<file path="config.mk">
export PLATFORM = sky130hd
export DESIGN_NAME = sorted_priority_queue
export DESIGN_NICKNAME = d
export VERILOG_FILES = /design/src/rtl/spq_pkg.sv /design/src/rtl/spq_cell.sv /design/src/rtl/sorted_priority_queue.sv
export SDC_FILE = /design/constraint.sdc
export NUM_CORES = 2
export LEC_CHECK = 0
export BUFFER_PORTS_ARGS = -buffer_cell sky130_fd_sc_hd__buf_2
export CELL_PAD_IN_SITES_DETAIL_PLACEMENT = 1
export CELL_PAD_IN_SITES_GLOBAL_PLACEMENT = 1
export CORE_MARGIN = 2
export CORE_UTILIZATION = 51
export CTS_CLUSTER_DIAMETER = 200
export DETAILED_ROUTE_END_ITERATION = 10
export GPL_TIMING_DRIVEN = 0
export PLACE_DENSITY = 0.86
export SETUP_SLACK_MARGIN = 0.3
export SLEW_MARGIN = 0
export SYNTH_ARGS = -nofsm -noshare
export SYNTH_HDL_FRONTEND = slang
export SYNTH_HIERARCHICAL = 1
export SYNTH_SLANG_ARGS = --single-unit
</file>
<file path="constraint.sdc">
create_clock -name clk -period 7.45 [get_ports clk]
set_clock_uncertainty 0.2 [all_clocks]
set_input_delay 0.745 -clock clk [delete_from_list [all_inputs] [get_ports clk]]
set_output_delay 0.745 -clock clk [all_outputs]
set_load 0.02 [all_outputs]
</file>
<file path="src/rtl/spq_pkg.sv">
// Shared types and constants for the sorted priority queue.
// No dependencies; imported by spq_cell, sorted_priority_queue and the testbench.
package spq_pkg;

    localparam int VALUE_W = 32;
    localparam int PRIO_W  = 16;
    localparam int OCC_W   = 5;
    localparam int STAT_W  = 2;

    typedef enum logic {
        OP_ENQUEUE = 1'b0,
        OP_DEQUEUE = 1'b1
    } spq_op_t;

    localparam logic [STAT_W-1:0] STAT_OK    = 2'd0;
    localparam logic [STAT_W-1:0] STAT_EMPTY = 2'd1;
    localparam logic [STAT_W-1:0] STAT_FULL  = 2'd2;

    typedef struct packed {
        logic                       operation;
        logic signed [VALUE_W-1:0]  item_value;
        logic signed [PRIO_W-1:0]   item_priority;
    } spq_in_t;

    typedef struct packed {
        logic [STAT_W-1:0]          status;
        logic signed [VALUE_W-1:0]  head_value;
        logic signed [PRIO_W-1:0]   head_priority;
        logic                       is_empty;
        logic [OCC_W-1:0]           occupancy;
    } spq_out_t;

    // per-beat command broadcast to every cell
    typedef struct packed {
        logic ins;
        logic del;
    } spq_ctrl_t;

endpackage

</file>
<file path="src/rtl/spq_cell.sv">
// One slot of the sorted queue: holds an entry, shifts left/right with its neighbors.
// Depends on spq_pkg.
module spq_cell
    import spq_pkg::*;
#(
    parameter int PRIORITY_BITS = 16,
    parameter bit IS_HEAD       = 1'b0
)
(
    input  logic                      clk,
    input  spq_ctrl_t                 ctrl,
    input  logic                      occupied,
    input  logic [VALUE_W-1:0]        new_value,
    input  logic [PRIORITY_BITS-1:0]  new_priority,
    input  logic                      left_mark,
    input  logic [VALUE_W-1:0]        left_value,
    input  logic [PRIORITY_BITS-1:0]  left_priority,
    input  logic [VALUE_W-1:0]        right_value,
    input  logic [PRIORITY_BITS-1:0]  right_priority,
    output logic                      mark,
    output logic [VALUE_W-1:0]        value,
    output logic [PRIORITY_BITS-1:0]  priority_q
);

    logic [VALUE_W-1:0]       value_reg, value_next;
    logic [PRIORITY_BITS-1:0] prio_reg, prio_next;
    logic                     cmp;

    // head is displaced only by a strictly smaller priority
    always_comb
    begin
        if (IS_HEAD)
            cmp = $signed(prio_reg) > $signed(new_priority);
        else
            cmp = $signed(prio_reg) >= $signed(new_priority);
    end

    // mark: insertion point is at or before this slot
    assign mark = !occupied || cmp;

    always_comb
    begin
        value_next = value_reg;
        prio_next  = prio_reg;
        if (ctrl.ins)
        begin
            if (left_mark)
            begin
                value_next = left_value;
                prio_next  = left_priority;
            end
            else if (mark)
            begin
                value_next = new_value;
                prio_next  = new_priority;
            end
        end
        else if (ctrl.del)
        begin
            value_next = right_value;
            prio_next  = right_priority;
        end
    end

    always_ff @(posedge clk)
    begin
        value_reg <= value_next;
        prio_reg  <= prio_next;
    end

    assign value      = value_reg;
    assign priority_q = prio_reg;

endmodule

</file>
<file path="src/rtl/sorted_priority_queue.sv">
// Sorted priority queue top level: a row of spq_cell slots plus count and result register.
// Depends on spq_pkg and spq_cell.
//
// One command per clock: busy stays low, and every beat on start produces one result
// in the next cycle, flagged by done for a single cycle. The receiver cannot stall, so
// results must be taken as they appear. Entries sit in a row of QUEUE_DEPTH cells kept
// sorted by ascending signed priority; every cell compares its own priority with the
// incoming one in parallel and an enqueue shifts the tail right by one slot, a dequeue
// shifts the whole row left. The compare in each cell plus the mark from its left
// neighbor sets the cycle time.
module sorted_priority_queue
    import spq_pkg::*;
#(
    parameter int QUEUE_DEPTH   = 16,
    parameter int PRIORITY_BITS = 16
)
(
    input  logic     clk,
    input  logic     rst_n,
    input  logic     start,
    output logic     busy,
    input  spq_in_t  cmd,
    output logic     done,
    output spq_out_t result
);

    localparam int CNT_W = $clog2(QUEUE_DEPTH + 1);

    logic [CNT_W-1:0]         count_reg, count_next;
    logic                     done_reg;
    spq_out_t                 result_reg, result_next;
    spq_ctrl_t                ctrl;
    logic                     accept;
    logic                     full, empty;
    logic [PRIORITY_BITS-1:0] new_prio;

    logic [QUEUE_DEPTH-1:0]   marks;
    logic [VALUE_W-1:0]       cell_value [QUEUE_DEPTH];
    logic [PRIORITY_BITS-1:0] cell_prio  [QUEUE_DEPTH];

    assign busy   = 1'b0;
    assign accept = start && !busy;
    assign full   = count_reg == CNT_W'(QUEUE_DEPTH);
    assign empty  = count_reg == '0;

    assign ctrl.ins = accept && (cmd.operation == OP_ENQUEUE) && !full;
    assign ctrl.del = accept && (cmd.operation == OP_DEQUEUE) && !empty;

    // narrow priorities take the low bits; wide ones zero-extend the port field
    generate
        if (PRIORITY_BITS <= PRIO_W)
        begin : g_prio_narrow
            assign new_prio = cmd.item_priority[PRIORITY_BITS-1:0];
        end
        else
        begin : g_prio_wide
            assign new_prio = {{(PRIORITY_BITS-PRIO_W){1'b0}}, cmd.item_priority};
        end
    endgenerate

    genvar gi;
    generate
        for (gi = 0; gi < QUEUE_DEPTH; gi++)
        begin : g_cell
            logic                     l_mark;
            logic [VALUE_W-1:0]       l_value, r_value;
            logic [PRIORITY_BITS-1:0] l_prio, r_prio;

            if (gi == 0)
            begin : g_left_edge
                assign l_mark  = 1'b0;
                assign l_value = '0;
                assign l_prio  = '0;
            end
            else
            begin : g_left
                assign l_mark  = marks[gi-1];
                assign l_value = cell_value[gi-1];
                assign l_prio  = cell_prio[gi-1];
            end

            // the last slot's content after a dequeue is beyond the count
            if (gi == QUEUE_DEPTH - 1)
            begin : g_right_edge
                assign r_value = cell_value[gi];
                assign r_prio  = cell_prio[gi];
            end
            else
            begin : g_right
                assign r_value = cell_value[gi+1];
                assign r_prio  = cell_prio[gi+1];
            end

            spq_cell #(
                .PRIORITY_BITS (PRIORITY_BITS),
                .IS_HEAD       (gi == 0)
            ) u_cell (
                .clk            (clk),
                .ctrl           (ctrl),
                .occupied       (count_reg > CNT_W'(gi)),
                .new_value      (cmd.item_value),
                .new_priority   (new_prio),
                .left_mark      (l_mark),
                .left_value     (l_value),
                .left_priority  (l_prio),
                .right_value    (r_value),
                .right_priority (r_prio),
                .mark           (marks[gi]),
                .value          (cell_value[gi]),
                .priority_q     (cell_prio[gi])
            );
        end
    endgenerate

    always_comb
    begin
        count_next = count_reg;
        if (ctrl.ins)
            count_next = count_reg + 1'b1;
        else if (ctrl.del)
            count_next = count_reg - 1'b1;
    end

    always_comb
    begin
        result_next               = '0;
        result_next.status        = STAT_OK;
        if (cmd.operation == OP_ENQUEUE && full)
            result_next.status = STAT_FULL;
        else if (cmd.operation == OP_DEQUEUE && empty)
            result_next.status = STAT_EMPTY;
        if (ctrl.del)
        begin
            result_next.head_value = cell_value[0];
            if (PRIORITY_BITS >= PRIO_W)
                result_next.head_priority = cell_prio[0][PRIO_W-1:0];
            else
                result_next.head_priority = PRIO_W'(cell_prio[0]);
        end
        result_next.is_empty  = count_next == '0;
        if (CNT_W >= OCC_W)
            result_next.occupancy = count_next[OCC_W-1:0];
        else
            result_next.occupancy = OCC_W'(count_next);
    end

    always_ff @(posedge clk or negedge rst_n)
    begin
        if (!rst_n)
        begin
            count_reg <= '0;
            done_reg  <= 1'b0;
        end
        else
        begin
            count_reg <= count_next;
            done_reg  <= accept;
        end
    end

    always_ff @(posedge clk)
    begin
        if (accept)
            result_reg <= result_next;
    end

    assign done   = done_reg;
    assign result = result_reg;

endmodule

</file>
# [Word-level counts from Yosys, hierarchy flattened]
# Cells that the tools add are included.
[classes] n_bitwise=1 addsub=2 n_eq_ne=16 n_reduce_logical=60 muxes=125 order_cmp=32
[op_table] op="32-bit two-way mux" count=61
[op_table] op="16-bit two-way mux" count=61
[op_table] op="16-bit greater-or-equal comparator" count=15
[op_table] op="3-bit by 1-bit != test with 1-bit output, second input constant" count=14
[op_table] op="5-bit by 4-bit > comparator with 1-bit output, second input constant" count=8
[op_table] op="2-bit AND reduction" count=16
[op_table] op="5-bit by 3-bit > comparator with 1-bit output, second input constant" count=4
[op_table] op="1-bit logical NOT" count=18
[op_table] op="16-bit > comparator" count=1
[op_table] op="1-bit logical OR" count=16
[op_table] op="5-bit by 1-bit > comparator with 1-bit output, second input constant" count=2
[op_table] op="5-bit by 2-bit > comparator with 1-bit output, second input constant" count=2
[op_table] op="5-bit logical NOT" count=2
[op_table] op="5-bit two-way mux" count=2
[op_table] op="1-bit logical AND" count=6
[op_table] op="5-bit by 1-bit adder with 5-bit output, second input constant" count=1
[op_table] op="5-bit == test, second input constant" count=1
[op_table] op="5-bit by 1-bit subtractor with 5-bit output, second input constant" count=1
[op_table] op="2-bit nonzero test" count=2
[op_table] op="2-bit by 1-bit != test with 1-bit output, second input constant" count=1
[op_table] op="1-bit two-way mux" count=1
[op_table] op="1-bit inverter" count=1
[word_totals] output_inout_bits=58 wordCells=275 reg_bits=830 inputBits=52

# [Depth between registers and ports, before layout]
[depth] word_depth=6 ltp_mapped=13

# [Cells and area by module]
# The synthesis kept the hierarchy.
[modules_own_cells] module="spq_cell (g_cell[10].u_cell ...)" n_inst=8 area_each_um2=2865.2 cells_per_inst=271
[modules_own_cells] module="spq_cell (g_cell[4].u_cell ...)" n_inst=6 area_each_um2=2880.3 cells_per_inst=269
[modules_own_cells] module="spq_cell (g_cell[0].u_cell)" n_inst=1 area_each_um2=2859.0 cells_per_inst=270
[modules_own_cells] module="spq_cell (g_cell[11].u_cell)" n_inst=1 area_each_um2=2849.0 cells_per_inst=269
[modules_own_cells] module="sorted_priority_queue" n_inst=1 area_each_um2=2622.5 cells_per_inst=186

# [Worst setup path after synthesis]
# No wires, ideal clock.
[synth_timing] path_kind="input to register" start="input cmd[9] (netlist name)" end="register g_cell[10].u_cell.prio_reg[0] (enable)" path_slack_ps=1491 cell_stages=12 n_path_buf=3 required_ps=6769 t_arrival_ps=5278 path_cell_list="inv_1 ha_1 a21o_1 nand3_1 a21oi_1 or4_1 nand3_1 clkbuf_1 buf_2 buf_2 inv_1 a41oi_1"
[synth_between] elab_chain_len=4 elab_cells_between_ends=6 cone_classes="2 x order compare; 1 x eq/ne; 3 x reduce/logical"
[synth_rtl] element="start, declared" line="sorted_priority_queue.sv:22" rtl="input spq_in_t cmd,"
[synth_rtl] element="16-bit greater-or-equal comparator" line="spq_cell.sv:35" rtl="cmp = $signed(prio_reg) >= $signed(new_priority);"
[synth_rtl] element="1-bit logical OR" line="spq_cell.sv:39" rtl="assign mark = !occupied || cmp;"
[synth_rtl] element="net g_cell[10].l_mark" line="sorted_priority_queue.sv:65" rtl="logic l_mark;"
[synth_rtl] element="3-bit by 1-bit != test with 1-bit output (no line)"
[synth_rtl] element="2-bit AND reduction (no line)"
[synth_rtl] element="end signal, assigned" line="spq_cell.sv:68" rtl="prio_reg <= prio_next;"
[synth_rtl] element="end, declared" line="spq_cell.sv:26" rtl="logic [PRIORITY_BITS-1:0] prio_reg, prio_next;"
# The timed path passes the listed nets, and every way through them passes these cells.
# A chain may end at the register's enable or synchronous reset.

# [Final worst setup path]
[layout_timing] start="input cmd[15] (netlist name)" end="register g_cell[12].u_cell.value_reg[20] (enable)"
[layout_between] elab_chain_len=4 elab_cells_between_ends=6 cone_classes="2 x order compare; 1 x eq/ne; 3 x reduce/logical"
[layout_rtl] element="16-bit greater-or-equal comparator" line="spq_cell.sv:35"
[layout_rtl] element="1-bit logical OR" line="spq_cell.sv:39"
[layout_rtl] element="net g_cell[12].l_mark" line="sorted_priority_queue.sv:65"
[layout_rtl] element="3-bit by 1-bit != test with 1-bit output (no line)"
[layout_rtl] element="2-bit AND reduction (no line)"
[layout_rtl] element="end signal, assigned" line="spq_cell.sv:67" rtl="value_reg <= value_next;"
[layout_rtl] element="end, declared" line="spq_cell.sv:25" rtl="logic [VALUE_W-1:0] value_reg, value_next;"
# The timed path passes the listed nets, and every way through them passes these cells.

==> summary.txt <==
Setup path
  – Worst R2R Setup Slack: 2.30 ns
  – Reg2Reg Depth: 12
  – Worst EP required: 7.61 ns
  – CP Launch Type: input pin
  – CP Depth: 14
  – CP top delay family: buffers and inverters
  – Crit path capture type: flip-flop
  – Worst reg2reg path startpoint: g_cell[11].u_cell/priority_q[15]
  – Critical Path AT: 5.83 ns
  – CP Buf/Inv Count: 7
  – Reg2Reg Capture Point: g_cell[12].u_cell/value[20]
  – Critical path's slowest cell: buf_2
  – CP Class: in2reg
  – Worst Path Max Fanout: 32
  – Crit path largest cell delay: 0.71 ns
  – Most common cell on crit path: buf_2
  – Crit path cell chain: buf_2 -> inv_1 -> ha_1 -> nand4_2 -> nor4_1 -> a21boi_0 -> o32ai_1 -> nand3_1 -> clkbuf_1 -> buf_2 -> buf_2 -> inv_1 -> a41oi_4 -> buf_12

Die
  – Die area: 97600 um2
  – Die width: 312 um
  – Initial Util: 0.513
  – Die height: 312 um
  – Core Area: 94600 um2
  – I/O pin cnt: 110
  – Row count: 113

Pwr
  – Logic gate share of total power: 0.360
  – Flop pwr share: 0.404
  – Internal Power: 0.0116 W
  – Net switching power: 0.00688 W
  – Cell Pwr Density: 341 nW/um2
  – Clock share of power: 0.236
  – P_leak: 23.8 nW
  – Max VDD drop: 0.194 mV
  – Switching Share: 0.372

Global routing
  – Largest net degree at the start of global routing: 62
  – GRT Total Usage: 0.295
  – First-pass GRT wire length: 227000 um
  – Initial antenna violation count: 3
  – Vias in the first global route: 39622
  – Gr ovfl total: 0

Timing
  – Relative slew slack: 0.191
  – Final min period: 5.67 ns
  – Final WS setup: 1.78 ns
  – Fmax: 177 MHz
  – Period utilization: 0.760
  – Endpoints failing hold: 0
  – RSZ-0062 raised after global routing: false
  – Final setup viols: 0
  – Slew @ Worst Pin: 1.20 ns
  – Fin. max-slew vios: 0

Drt
  – Post-Route WL: 146000 um
  – Drt via density: 6.00
  – DR vias: 36669
  – First-pass detailed-route iteration total: 8
  – Routed len/inst: 23.9 um
  – Initial DRC Count: 2379
  – Final ANT Viol Nets: 0
  – Drt drc: 0

Synth
  – Synth Instances: 4506
  – Cell area after synthesis: 48500 um2
  – Warnings from Yosys: 6
  – Synthesized area per cell: 10.8 um2

Hold path
  – Min-delay src: cmd[48]
  – Hold Crit Class: in2reg
  – Hold Path End: result[55]
  – Hold path depth: 2

Clock tree
  – Htree depth: 3
  – Clock transition at the registers of the reported paths: 0.06 ns
  – Bufs on Longest Clock Path: 3
  – CTS Buf Count: 92
  – Worst skew pair latency: 0.67 ns
  – CTS tree: built
  – CTS resizes: 0
  – CTS sink cnt: 830
  – Root Buffer: clkbuf_16
  – Post-CTS Setup Repair Bufs: 0

Finish
  – Fill count: 10136
  – Layout cells sized above 1: 0.0850
  – Area grow syn2layout: 11.9%
  – Post-layout util: 0.574
  – Number of flip-flops in the largest register: 512
  – Nets: 5088
  – Post-route design area: 54300 um2

Outcome
  – Status: finished clean

Place
  – Pre-CTS setup slack: 1.39 ns
  – Placed instance area: 51400 um2
  – Hpwl dp: 109000 um
  – GPL Wtd Cong: 0.874
  – IO Port Bufs: 108

Job
  – Max-cap violations: 0
-- cell usage in the layout (no fill, tap or decap), types with 9 or more instances in the layout --
master and n:
a41oi_4 9, nor2_1 796, conb_1 50, nand2_1 35
nor4_1 10, a211oi_1 11, buf_1 23, mux2i_1 768
buf_2 184, buf_4 9, clkinv_1 22, a21o_1 30
and2_1 50, a21oi_1 846, edfxtp_1 824, ha_1 262
clkbuf_1 187, o211ai_1 15, clkbuf_16 92, buf_12 16
nand4_1 35, o21ai_0 14, nor2b_1 26, o32ai_1 9
inv_1 280, clkinv_2 17, nand3_1 38
-- layer usage --
metal  track usage  up-vias  wire length (um)
li1              -    16911                 -
met1         0.360    18084             58600
met2         0.530     1310             74100
met3        0.0336      362              7400
met4         0.122        2              5900
met5             0        -                10
-- power by group through the flow --
| stage | clock, W | combinational, W | sequential (W) |
|---|---|---|---|
| after CTS | 0.00443 | 0.00658 | 0.00746 |
| after global placement | 0 | 0.00588 | 0.00752 |
| after detailed placement | 0 | 0.00640 | 0.00752 |
| after global routing | 0.00459 | 0.00717 | 0.00758 |
| after floorplan | 0 | 0.00468 | 0.00724 |
| final | 0.00437 | 0.00666 | 0.00748 |
-- timing repair --
action	CTS	global route
hold buffers	1	0
endpoints found under the setup margin	0	0
hold endpoints to repair	6	0
-- worst max path at each step --
stage	startpoint	end	slack (ns)
floorplan	cmd[9]	g_cell[10].u_cell/priority_q[0]	1.49
finish	cmd[15]	g_cell[12].u_cell/value[20]	1.78
detailed placement	cmd[15]	g_cell[12].u_cell/value[15]	1.39
global route	cmd[15]	g_cell[12].u_cell/value[20]	1.71
global placement	cmd[15]	g_cell[12].u_cell/value[13]	-1.14
CTS	cmd[15]	g_cell[12].u_cell/value[20]	1.94
-- cell type report --
type                       count  area [um2]  area share
sequential                   830       24900       0.458
timing repair buffer         125         871      0.0160
multi-input combinational   3164       21800       0.402
inverter                     280        1050      0.0194
clock buffer                 107        2360      0.0434
tap                         1265        1580      0.0292
antenna                        2        5.00   0.0000922
buffer                       281        1190      0.0219
clock inverter                59         505     0.00931
-- per-stage QoR --
| step | instances | hold WS (ns) | power, W | TNS, ns |
|---|---|---|---|---|
| floorplan | 4555 | 0.249 | 0.0119 | 0 |
| global placement | 5928 | 0.340 | 0.0134 | -388.31 |
| detailed placement | 5944 | 0.349 | 0.0139 | 0 |
| CTS | 6111 | 0.209 | 0.0185 | 0 |
| global route | 6113 | 0.260 | 0.0193 | 0 |
| finish | 6113 | 0.236 | 0.0185 | 0 |
(Power assumes the default switching activity.)
